==> src/rtl/rpa_pkg.sv <==
// ----------------------------------------------------------------------------
// rpa_pkg
// Shared types, register codes and tables for the axis rotation unit.
// ----------------------------------------------------------------------------
`default_nettype none

package rpa_pkg;

    typedef enum logic [2:0] {
        SU_IDLE,
        SU_NORM,
        SU_SQR,
        SU_SQRT,
        SU_DIV,
        SU_CORDIC,
        SU_FIN
    } rpa_su_state_t;

    localparam logic [2:0] REG_PIVOT_X = 3'd0;
    localparam logic [2:0] REG_PIVOT_Y = 3'd1;
    localparam logic [2:0] REG_PIVOT_Z = 3'd2;
    localparam logic [2:0] REG_DIR_X   = 3'd3;
    localparam logic [2:0] REG_DIR_Y   = 3'd4;
    localparam logic [2:0] REG_DIR_Z   = 3'd5;
    localparam logic [2:0] REG_TURN    = 3'd6;

    localparam logic signed [31:0] Q_ONE           = 32'sh4000_0000;
    localparam logic signed [33:0] CORDIC_INV_GAIN = 34'sh0_26DD_3B6A;
    localparam int SQRT_STEPS = 32;
    localparam int DIV_STEPS  = 61;

    // Per-run coefficients: unit axis and cos/sin in Q2.30, omc = 1 - cos
    typedef struct packed {
        logic signed [31:0] kx;
        logic signed [31:0] ky;
        logic signed [31:0] kz;
        logic signed [31:0] cos_v;
        logic signed [31:0] sin_v;
        logic signed [32:0] omc;
        logic               zero;
    } rpa_coef_t;

    function automatic logic [31:0] atan_lut(input logic [4:0] idx);
        logic [31:0] v;
        case (idx)
            5'd0:    v = 32'h2000_0000;
            5'd1:    v = 32'h12E4_051E;
            5'd2:    v = 32'h09FB_385B;
            5'd3:    v = 32'h0511_11D4;
            5'd4:    v = 32'h028B_0D43;
            5'd5:    v = 32'h0145_D7E1;
            5'd6:    v = 32'h00A2_F61E;
            5'd7:    v = 32'h0051_7C55;
            5'd8:    v = 32'h0028_BE53;
            5'd9:    v = 32'h0014_5F2F;
            5'd10:   v = 32'h000A_2F98;
            5'd11:   v = 32'h0005_17CC;
            5'd12:   v = 32'h0002_8BE6;
            5'd13:   v = 32'h0001_45F3;
            5'd14:   v = 32'h0000_A2FA;
            5'd15:   v = 32'h0000_517D;
            5'd16:   v = 32'h0000_28BE;
            5'd17:   v = 32'h0000_145F;
            5'd18:   v = 32'h0000_0A30;
            5'd19:   v = 32'h0000_0518;
            5'd20:   v = 32'h0000_028C;
            5'd21:   v = 32'h0000_0146;
            5'd22:   v = 32'h0000_00A3;
            5'd23:   v = 32'h0000_0051;
            5'd24:   v = 32'h0000_0029;
            5'd25:   v = 32'h0000_0014;
            5'd26:   v = 32'h0000_000A;
            5'd27:   v = 32'h0000_0005;
            5'd28:   v = 32'h0000_0003;
            5'd29:   v = 32'h0000_0001;
            5'd30:   v = 32'h0000_0001;
            default: v = 32'h0000_0000;
        endcase
        return v;
    endfunction

endpackage

`default_nettype wire

==> src/rtl/rpa_setup.sv <==
// ----------------------------------------------------------------------------
// rpa_setup
// Run setup sequencer: normalizes the axis (square root, divide) and derives
// cos/sin by CORDIC, one step per cycle.
// ----------------------------------------------------------------------------
`default_nettype none

module rpa_setup #(
    parameter int CW           = 32,
    parameter int CORDIC_STEPS = 16
) (
    input  logic                 aclk,
    input  logic                 aresetn,
    input  logic                 start,
    input  logic signed [CW-1:0] dir_x,
    input  logic signed [CW-1:0] dir_y,
    input  logic signed [CW-1:0] dir_z,
    input  logic [15:0]          turn_angle,
    output logic                 busy,
    output logic                 fin,
    output rpa_pkg::rpa_coef_t   coef_reg
);
    import rpa_pkg::*;

    localparam int MW = (CW > 30) ? CW : 31;

    rpa_su_state_t state_reg, state_next;

    logic signed [CW-1:0] dir_in [3];
    logic [MW-1:0] mag_in [3];
    logic [MW-1:0] big_in;
    logic          zero_in;
    logic [31:0]   t_in, tf_in;
    logic          flip_in;

    logic [MW-1:0] m_reg [3];
    logic          neg_reg [3];
    logic [MW-1:0] big_reg;
    logic          zero_reg, flip_reg;
    logic [5:0]    cnt_reg;
    logic [1:0]    comp_reg;
    logic [63:0]   n_reg, res_reg, bit_reg;
    logic [30:0]   len_reg, rem_reg;
    logic [60:0]   num_reg;
    logic [31:0]   q_reg;
    logic signed [31:0] u_reg [3];
    logic signed [33:0] x_reg, y_reg, z_reg;

    logic [59:0] sq;
    logic [63:0] rb, n_nxt, res_nxt;
    logic        sq_ge;
    logic [31:0] rem2, q_nxt, u_val;
    logic        dv_ge;
    logic [30:0] rem_nxt;
    logic [4:0]  cs;
    logic signed [33:0] xs, ys, at;
    logic signed [33:0] cx, cy;
    logic signed [31:0] cos_f, sin_f;

    assign dir_in[0] = dir_x;
    assign dir_in[1] = dir_y;
    assign dir_in[2] = dir_z;

    always_comb begin
        for (int i = 0; i < 3; i++) begin
            mag_in[i] = dir_in[i][CW-1] ? MW'(CW'(~dir_in[i] + 1'b1)) : MW'(CW'(dir_in[i]));
        end
        big_in = (mag_in[0] > mag_in[1]) ? mag_in[0] : mag_in[1];
        big_in = (big_in > mag_in[2]) ? big_in : mag_in[2];
        zero_in = (big_in == '0);
        t_in    = {turn_angle, 16'h0000};
        // second and third quarter: fold by half a turn, negate afterwards
        flip_in = t_in[31] ^ t_in[30];
        tf_in   = flip_in ? (t_in - 32'h8000_0000) : t_in;
    end

    // sum of squares, square root and divide steps
    always_comb begin
        sq      = m_reg[comp_reg][29:0] * m_reg[comp_reg][29:0];
        rb      = res_reg + bit_reg;
        sq_ge   = (n_reg >= rb);
        n_nxt   = sq_ge ? (n_reg - rb) : n_reg;
        res_nxt = sq_ge ? ((res_reg >> 1) + bit_reg) : (res_reg >> 1);
        rem2    = {rem_reg, num_reg[60]};
        dv_ge   = (rem2 >= {1'b0, len_reg});
        rem_nxt = dv_ge ? 31'(rem2 - {1'b0, len_reg}) : rem2[30:0];
        q_nxt   = {q_reg[30:0], dv_ge};
        u_val   = (q_nxt > 32'(Q_ONE)) ? 32'(Q_ONE) : q_nxt;
    end

    // CORDIC step and final clamp
    always_comb begin
        cs = cnt_reg[4:0];
        xs = x_reg >>> cs;
        ys = y_reg >>> cs;
        at = $signed({2'b00, atan_lut(cs)});
        if (x_reg > 34'(Q_ONE)) begin
            cx = 34'(Q_ONE);
        end else if (x_reg < -34'(Q_ONE)) begin
            cx = -34'(Q_ONE);
        end else begin
            cx = x_reg;
        end
        if (y_reg > 34'(Q_ONE)) begin
            cy = 34'(Q_ONE);
        end else if (y_reg < -34'(Q_ONE)) begin
            cy = -34'(Q_ONE);
        end else begin
            cy = y_reg;
        end
        cos_f = flip_reg ? 32'(-cx) : 32'(cx);
        sin_f = flip_reg ? 32'(-cy) : 32'(cy);
    end

    always_ff @(posedge aclk) begin
        if (!aresetn) begin
            state_reg <= SU_IDLE;
        end else begin
            state_reg <= state_next;
        end
    end

    always_comb begin
        state_next = state_reg;
        fin        = 1'b0;
        busy       = (state_reg != SU_IDLE);
        unique case (state_reg)
            SU_IDLE: begin
                if (start) begin
                    state_next = zero_in ? SU_CORDIC : SU_NORM;
                end
            end
            SU_NORM: begin
                if (big_reg[MW-1:30] == '0 && big_reg[29]) begin
                    state_next = SU_SQR;
                end
            end
            SU_SQR: begin
                if (comp_reg == 2'd2) begin
                    state_next = SU_SQRT;
                end
            end
            SU_SQRT: begin
                if (cnt_reg == 6'(SQRT_STEPS - 1)) begin
                    state_next = SU_DIV;
                end
            end
            SU_DIV: begin
                if (cnt_reg == 6'(DIV_STEPS) && comp_reg == 2'd2) begin
                    state_next = SU_CORDIC;
                end
            end
            SU_CORDIC: begin
                if (cnt_reg == 6'(CORDIC_STEPS - 1)) begin
                    state_next = SU_FIN;
                end
            end
            SU_FIN: begin
                fin        = 1'b1;
                state_next = SU_IDLE;
            end
            default: state_next = SU_IDLE;
        endcase
    end

    always_ff @(posedge aclk) begin
        if (!aresetn) begin
            cnt_reg  <= '0;
            comp_reg <= '0;
            coef_reg <= '0;
        end else begin
            case (state_reg)
                SU_IDLE: begin
                    if (start) begin
                        for (int i = 0; i < 3; i++) begin
                            m_reg[i]   <= mag_in[i];
                            neg_reg[i] <= dir_in[i][CW-1];
                            u_reg[i]   <= '0;
                        end
                        big_reg  <= big_in;
                        zero_reg <= zero_in;
                        flip_reg <= flip_in;
                        z_reg    <= 34'($signed(tf_in));
                        x_reg    <= CORDIC_INV_GAIN;
                        y_reg    <= '0;
                        cnt_reg  <= '0;
                        comp_reg <= '0;
                    end
                end
                SU_NORM: begin
                    // bring the largest magnitude into [2^29, 2^30)
                    if (big_reg[MW-1:30] != '0) begin
                        big_reg <= big_reg >> 1;
                        for (int i = 0; i < 3; i++) m_reg[i] <= m_reg[i] >> 1;
                    end else if (!big_reg[29]) begin
                        big_reg <= big_reg << 1;
                        for (int i = 0; i < 3; i++) m_reg[i] <= m_reg[i] << 1;
                    end else begin
                        n_reg    <= '0;
                        comp_reg <= '0;
                    end
                end
                SU_SQR: begin
                    n_reg    <= n_reg + 64'(sq);
                    comp_reg <= comp_reg + 2'd1;
                    if (comp_reg == 2'd2) begin
                        res_reg <= '0;
                        bit_reg <= 64'h4000_0000_0000_0000;
                        cnt_reg <= '0;
                    end
                end
                SU_SQRT: begin
                    n_reg   <= n_nxt;
                    res_reg <= res_nxt;
                    bit_reg <= bit_reg >> 2;
                    cnt_reg <= cnt_reg + 6'd1;
                    if (cnt_reg == 6'(SQRT_STEPS - 1)) begin
                        len_reg  <= res_nxt[30:0];
                        cnt_reg  <= '0;
                        comp_reg <= '0;
                    end
                end
                SU_DIV: begin
                    if (cnt_reg == '0) begin
                        // load numerator m*2^30 + len/2
                        num_reg <= {m_reg[comp_reg][30:0], 30'h0}
                                   + 61'(len_reg >> 1);
                        rem_reg <= '0;
                        q_reg   <= '0;
                        cnt_reg <= 6'd1;
                    end else begin
                        num_reg <= num_reg << 1;
                        rem_reg <= rem_nxt;
                        q_reg   <= q_nxt;
                        cnt_reg <= cnt_reg + 6'd1;
                        if (cnt_reg == 6'(DIV_STEPS)) begin
                            u_reg[comp_reg] <= neg_reg[comp_reg] ? -$signed(u_val)
                                                                 : $signed(u_val);
                            comp_reg <= comp_reg + 2'd1;
                            cnt_reg  <= '0;
                        end
                    end
                end
                SU_CORDIC: begin
                    if (!z_reg[33]) begin
                        x_reg <= x_reg - ys;
                        y_reg <= y_reg + xs;
                        z_reg <= z_reg - at;
                    end else begin
                        x_reg <= x_reg + ys;
                        y_reg <= y_reg - xs;
                        z_reg <= z_reg + at;
                    end
                    cnt_reg <= cnt_reg + 6'd1;
                end
                SU_FIN: begin
                    coef_reg.kx    <= u_reg[0];
                    coef_reg.ky    <= u_reg[1];
                    coef_reg.kz    <= u_reg[2];
                    coef_reg.cos_v <= cos_f;
                    coef_reg.sin_v <= sin_f;
                    coef_reg.omc   <= 33'sh0_4000_0000 - {cos_f[31], cos_f};
                    coef_reg.zero  <= zero_reg;
                    cnt_reg        <= '0;
                end
                default: begin
                    cnt_reg <= '0;
                end
            endcase
        end
    end

endmodule

`default_nettype wire

==> config.mk <==
export PLATFORM = sky130hd
export DESIGN_NAME = rpa_setup
export DESIGN_NICKNAME = d
export VERILOG_FILES = /design/src/rtl/rpa_pkg.sv /design/src/rtl/rpa_setup.sv
export SDC_FILE = /design/constraint.sdc
export NUM_CORES = 2
export LEC_CHECK = 0
export BUFFER_PORTS_ARGS = -buffer_cell sky130_fd_sc_hd__buf_2
export CAP_MARGIN = 20
export CORE_UTILIZATION = 55
export CTS_CLUSTER_DIAMETER = 120
export DETAILED_ROUTE_END_ITERATION = 7
export GPL_TIMING_DRIVEN = 0
export MAX_ROUTING_LAYER = met4
export PLACE_DENSITY = 0.72
export SYNTH_ARGS = -nofsm -noshare
export SYNTH_HDL_FRONTEND = slang
export SYNTH_SLANG_ARGS = --single-unit
==> constraint.sdc <==
create_clock -name aclk -period 29.5 [get_ports aclk]
set_input_delay 5.9 -clock aclk [delete_from_list [all_inputs] [get_ports aclk]]
set_output_delay 5.9 -clock aclk [all_outputs]
set_load 0.005 [all_outputs]
# Yosys cells after proc, flatten, opt, wreduce, memory -nomap -nowiden
# Memory sizes are Yosys's and may differ from the RTL's. A register that Yosys moved wholly into a read port is not among the register bits.
# Cells that the tools add are included.
word_totals:
  regBits: 591
  ram_bits: 195
  rom_bits: 960
  inputBits: 115
  mem_count: 4
op_classes:
  n_addsub: 22
  multipliers: 1
  n_lt_le_gt_ge: 9
  n_eq_ne: 22
  shifts: 2
  n_mux: 93
  bitwise: 11
  reduce_logical: 28
memory_table:
  columns: ["memory", "depth", "word_bits", "read_ports", "rd_clocked_by_memory_dff", "write_ports", "line_no", "text"]
  rows:
  - ["(name not given)", 32, 30, 1, 1, 0, "rpa_pkg.sv:45", "case (idx)"]
  - ["m_reg", 3, 32, 4, 1, 3, "rpa_setup.sv:36", "logic [MW-1:0] m_reg [3];"]
  - ["u_reg", 3, 32, 3, 3, 3, "rpa_setup.sv:46", "logic signed [31:0] u_reg [3];"]
  - ["neg_reg", 3, 1, 1, 1, 3, "rpa_setup.sv:37", "logic neg_reg [3];"]
op_table:
  columns: ["cell", "n"]
  rows:
  - ["two-way mux 32 bit", 24]
  - ["two-way mux 64 bit", 6]
  - ["one-hot mux 64 bit (2 select lines)", 2]
  - ["two-way mux 34 bit", 6]
  - ["one-hot mux 34 bit (2 select lines)", 3]
  - ["one-hot mux 64 bit (3 select lines)", 1]
  - ["adder 32 x 1 -> 32 bit (second input constant)", 3]
  - ["negator 32 bit", 3]
  - ["NOT 32 bit", 3]
  - ["adder 34 bit", 2]
  - ["greater-than comparator 34 x 32 -> 1 bit (second input constant)", 2]
  - ["less-than comparator 34 x 31 -> 1 bit (second input constant)", 2]
  - [">>> shifter 34 x 5 -> 34 bit", 2]
  - ["subtractor 34 bit", 2]
  - ["adder 63 x 64 -> 64 bit", 1]
  - ["adder 64 x 60 -> 64 bit", 1]
  - ["adder 64 bit", 1]
  - [">= comparator 64 bit", 1]
  - ["greater-than comparator 32 bit", 2]
  - ["one-hot mux 32 bit (2 select lines)", 1]
  - ["subtractor 64 bit", 1]
  - ["adder 61 x 30 -> 61 bit", 1]
  - ["two-way mux 61 bit", 1]
  - ["multiplier 30 x 30 -> 60 bit", 1]
  - ["other kinds (46)", 116]

# Depth between registers and ports, before layout
depth:
  ltp_word: 11
  mapped_depth: 36
  depth_no_buf: 32

# Least setup slack after synthesis
# No wires, ideal clock.
synth_timing:
  path_type: "in2reg"
  from: "in aresetn"
  to: "mem u_reg[0][0] (enable)"
  arrival_time_ns: 16.538
  t_required_ns: 29.111
  setup_slack_ns: 12.572
  cell_stages: 7
  n_path_buf: 2
  cell_sequence: "clkbuf_1 > clkinv_1 > nor3_1 > nor2b_1 > nand2_1 > clkbuf_1 > nand2_1"
synth_lines:
  columns: ["item", "line_no", "text"]
  rows:
  - ["start: declaration", "rpa_setup.sv:13", "input logic aresetn,"]
  - ["end: declaration", "rpa_setup.sv:46", null]

# Worst setup path in the final report
layout_timing:
  from: "in dir_x[0]"
  to: "reg zero_reg, data pin"
layout_between:
  elab_chain_len: 8
layout_lines:
  columns: ["item", "line_no", "text"]
  rows:
  - ["start: declaration", "rpa_setup.sv:15", "input logic signed [CW-1:0] dir_x,"]
  - ["NOT 32 bit", "rpa_setup.sv:66", "mag_in[i] = dir_in[i][CW-1] ? MW'(CW'(~dir_in[i] + 1'b1)) : MW'(CW'(dir_in[i]));"]
  - ["adder 32 x 1 -> 32 bit", "rpa_setup.sv:66", null]
  - ["two-way mux 32 bit (*)", "rpa_setup.sv:66", null]
  - ["greater-than comparator 32 bit", "rpa_setup.sv:68", "big_in = (mag_in[0] > mag_in[1]) ? mag_in[0] : mag_in[1];"]
  - ["two-way mux 32 bit (*)", "rpa_setup.sv:68", null]
  - ["greater-than comparator 32 bit", "rpa_setup.sv:69", "big_in = (big_in > mag_in[2]) ? big_in : mag_in[2];"]
  - ["two-way mux 32 bit (*)", "rpa_setup.sv:69", null]
  - ["logical NOT 32 bit (*)", "rpa_setup.sv:70", "zero_in = (big_in == '0);"]
  - ["named net zero_in", "rpa_setup.sv:32", "logic zero_in;"]
  - ["end signal: assignment", "rpa_setup.sv:181", "zero_reg <= zero_in;"]
  - ["end: declaration", "rpa_setup.sv:39", "logic zero_reg, flip_reg;"]
# Mark *: on every way through the listed nets, which the timed path passes. The rest lies on a longest branch.
# A chain may end at the register's enable or synchronous reset.

==> summary.md <==
| Metric | Value |
|---|---|
| 1st-pass router iterations | `8` |
| Root Buffer | `clkbuf_16` |
| Die X | `405 um` |
| R2R Setup Slk | `16330 ps` |
| Hpwl dp | `268000 um` |
| Async SR Flop Fraction | `0%` |
| Critical Path Start | `dir_x[0]` |
| Clock Latency Late Sink | `810 ps` |
| Worst r2r path cells | `31` |
| DRC Markers | `0` |
| Primary FF master, synth | `edfxtp_1` |
| Maximum clock path buffer count | `3` |
| Vias in the first global route | `77.5k` |
| RePlAce Congestion | `1.10` |
| Crit path kind | `input pin to flop` |
| Cts repair resizes | `0` |
| Distinct cell type count after synthesis | `109` |
| Vias per cell | `6.22` |
| Die ar. | `164000 sq um` |
| Synth top area cells | `edfxtp_1 (22%), fa_1 (17%), ha_1 (8.5%), nand2_1 (5.8%), dfxtp_1 (5.3%)` |
| Crit path largest cell delay | `950 ps` |
| Grt total ovfl | `0` |
| Routed WL | `332000 um` |
| Final period util | `51.2%` |
| H-tree Lvls | `3` |
| Synth Cell Area | `89400 sq um` |
| Ports | `311` |
| Num rows | `147` |
| Fmax | `0.0662 GHz` |
| Critical Path Fanout Max | `10` |
| Postcts setup bufs | `0` |
| Syn nets | `11.6k` |
| Beginning of the worst hold path | `coef_reg[59]` |
| Endpoints failing setup | `0` |
| CTS buffer count | `100` |
| EDFF count, synth | `645` |
| Yosys top cell area share | `21.7%` |
| Buffers on Ports | `310` |
| DR iter-0 viols | `9023` |
| Placed cell area | `94400 sq um` |
| Skew final | `84.2 ps` |
| Core area | `161000 sq um` |
| Sequential area share after synthesis | `26.9%` |
| Cell area after layout | `98100 sq um` |
| Max reg flops | `193` |
| Hold-fix buffers, CTS | `0` |
| Final Hold Fails | `0` |
| Layout cells sized above 1 | `7.06%` |
| Final worst setup slack | `14400 ps` |
| Outcome | `complete, no violations` |
| Initial Util | `55.6%` |
| Actual slew at the worst max-slew pin | `1270 ps` |
| CP max-delay cell | `a221oi_1` |
| Max Cap Viol | `0` |
| CP endpoint kind | `flop` |
| Mapped Cells | `10.1k` |
| Routed len/inst | `25.8 um` |
| Yosys warnings | `0` |
| First-pass GRT wire length | `491000 um` |
| Largest area contributor in the netlist | `edfxtp_1` |
| CP endpoint | `zero_reg` |
| Critical R2R Capture | `n_reg[61]` |
| DR vias | `79.8k` |
| Worst Path Required | `30110 ps` |
| Initial antenna violation count | `8` |
| CP most frequent cell | `inv_1` |
| Max transition margin | `15.3%` |
| CTS tree | `yes` |
| Die Span Y | `405 um` |
| CP Launch Type | `input pin` |
| Net count, final | `12.1k` |
| Fin Setup TNS | `0 ps` |
| Clock slew at reported path FFs | `70 ps` |
| Slew Limit Fails | `0` |
| Worst Hold Class | `flop to flop` |
| Pre-CTS WS | `13840 ps` |
| Avg Inst Size Synth | `8.84 sq um` |
| RSZ-0062 raised after global routing | `false` |
| FF+latch count, synth | `881` |
| Area delta synth->final | `9.65%` |
| Largest net degree at the start of global routing | `58` |
| ANT nets after route | `0` |
| Tot GR Track Use | `41.3%` |
| Hold slack | `450 ps` |
| CTS Sinks | `881` |
| Min cycle time layout | `15100 ps` |
| Worst path arrival time | `15700 ps` |
==> cell usage after synthesis, types with 236 or more instances <==
| cell type | number |
|---|---|
| clkbuf_1 | 413 |
| inv_1 | 1116 |
| o21ai_0 | 618 |
| nor2_1 | 925 |
| a21oi_1 | 686 |
| xnor2_1 | 274 |
| nand2_1 | 1375 |
| fa_1 | 754 |
| edfxtp_1 | 645 |
| ha_1 | 604 |
| dfxtp_1 | 236 |
| xor2_1 | 335 |
==> worst max-delay path, delay by kind of cell <==
kind,cells,cell delay (ps)
and+or+nand+nor,12,3730
AOI/OAI and AO/OA,7,2760
xor gates and xnor gates,1,550
adders and majority gates,2,640
buffers and inverters,8,2120
==> per-layer routing <==
metal,part of all wire [%],vias up,GRT usage (%)
li1,-,35500,-
met1,40,39000,52.9
met2,44,4499,62.3
met3,10,889,8.37
met4,5.9,0,20.9
met5,0,-,-
==> placed cells by master (no fill, tap or decap), types with 274 or more instances in the layout <==
cell,instances
nor2_1,924
xor2_1,335
buf_2,332
fa_1,754
clkbuf_1,424
inv_1,1117
xnor2_1,274
a21oi_1,685
ha_1,604
edfxtp_1,645
nand2_1,1374
o21ai_0,617
==> area by class of cell <==
class                      instances  area, sq um
inverter                        1126         4230
timing repair buffer             363         2320
sequential                       881        24100
buffer                           493         2000
multi-input combinational       7613        59200
clock buffer                     127         2790
clock inverter                    62          739
fill                           14200        62900
tap                             2160         2700
antenna                           10         25.0
==> kinds of logic after synthesis <==
group	count (synthesis)	synth area share, %
flip-flops	881	26.9
multiplexers	209	3.61
AO/OA/AOI/OAI	2223	15.2
adder cells (fa/ha/maj)	1361	25.4
buffers and inverters	1619	6.96
XOR/XNOR	609	5.96
AND/OR/NAND/NOR	3211	16.0
==> how the worst min path moves through the flow <==
stage                   endpoint  depth (start not counted)  slack [ps]
floorplan           coef_reg[25]                          2         440
global placement    coef_reg[28]                          2         430
detailed placement  coef_reg[59]                          2         440
CTS                 coef_reg[59]                          2         450
global route        coef_reg[59]                          2         460
finish              coef_reg[59]                          2         450
==> metrics by stage <==
step / cells / util [%]
after CTS: 12800 / 60.9
after floorplan: 10100 / -
after global routing: 12800 / 60.9
final: 12800 / 60.9
after detailed placement: 12600 / 58.7
after global placement: 12600 / 58.2
Power is left out: the tool's default activity adds up to more than one toggle a clock period on the data nets, which glitch-free logic cannot reach.
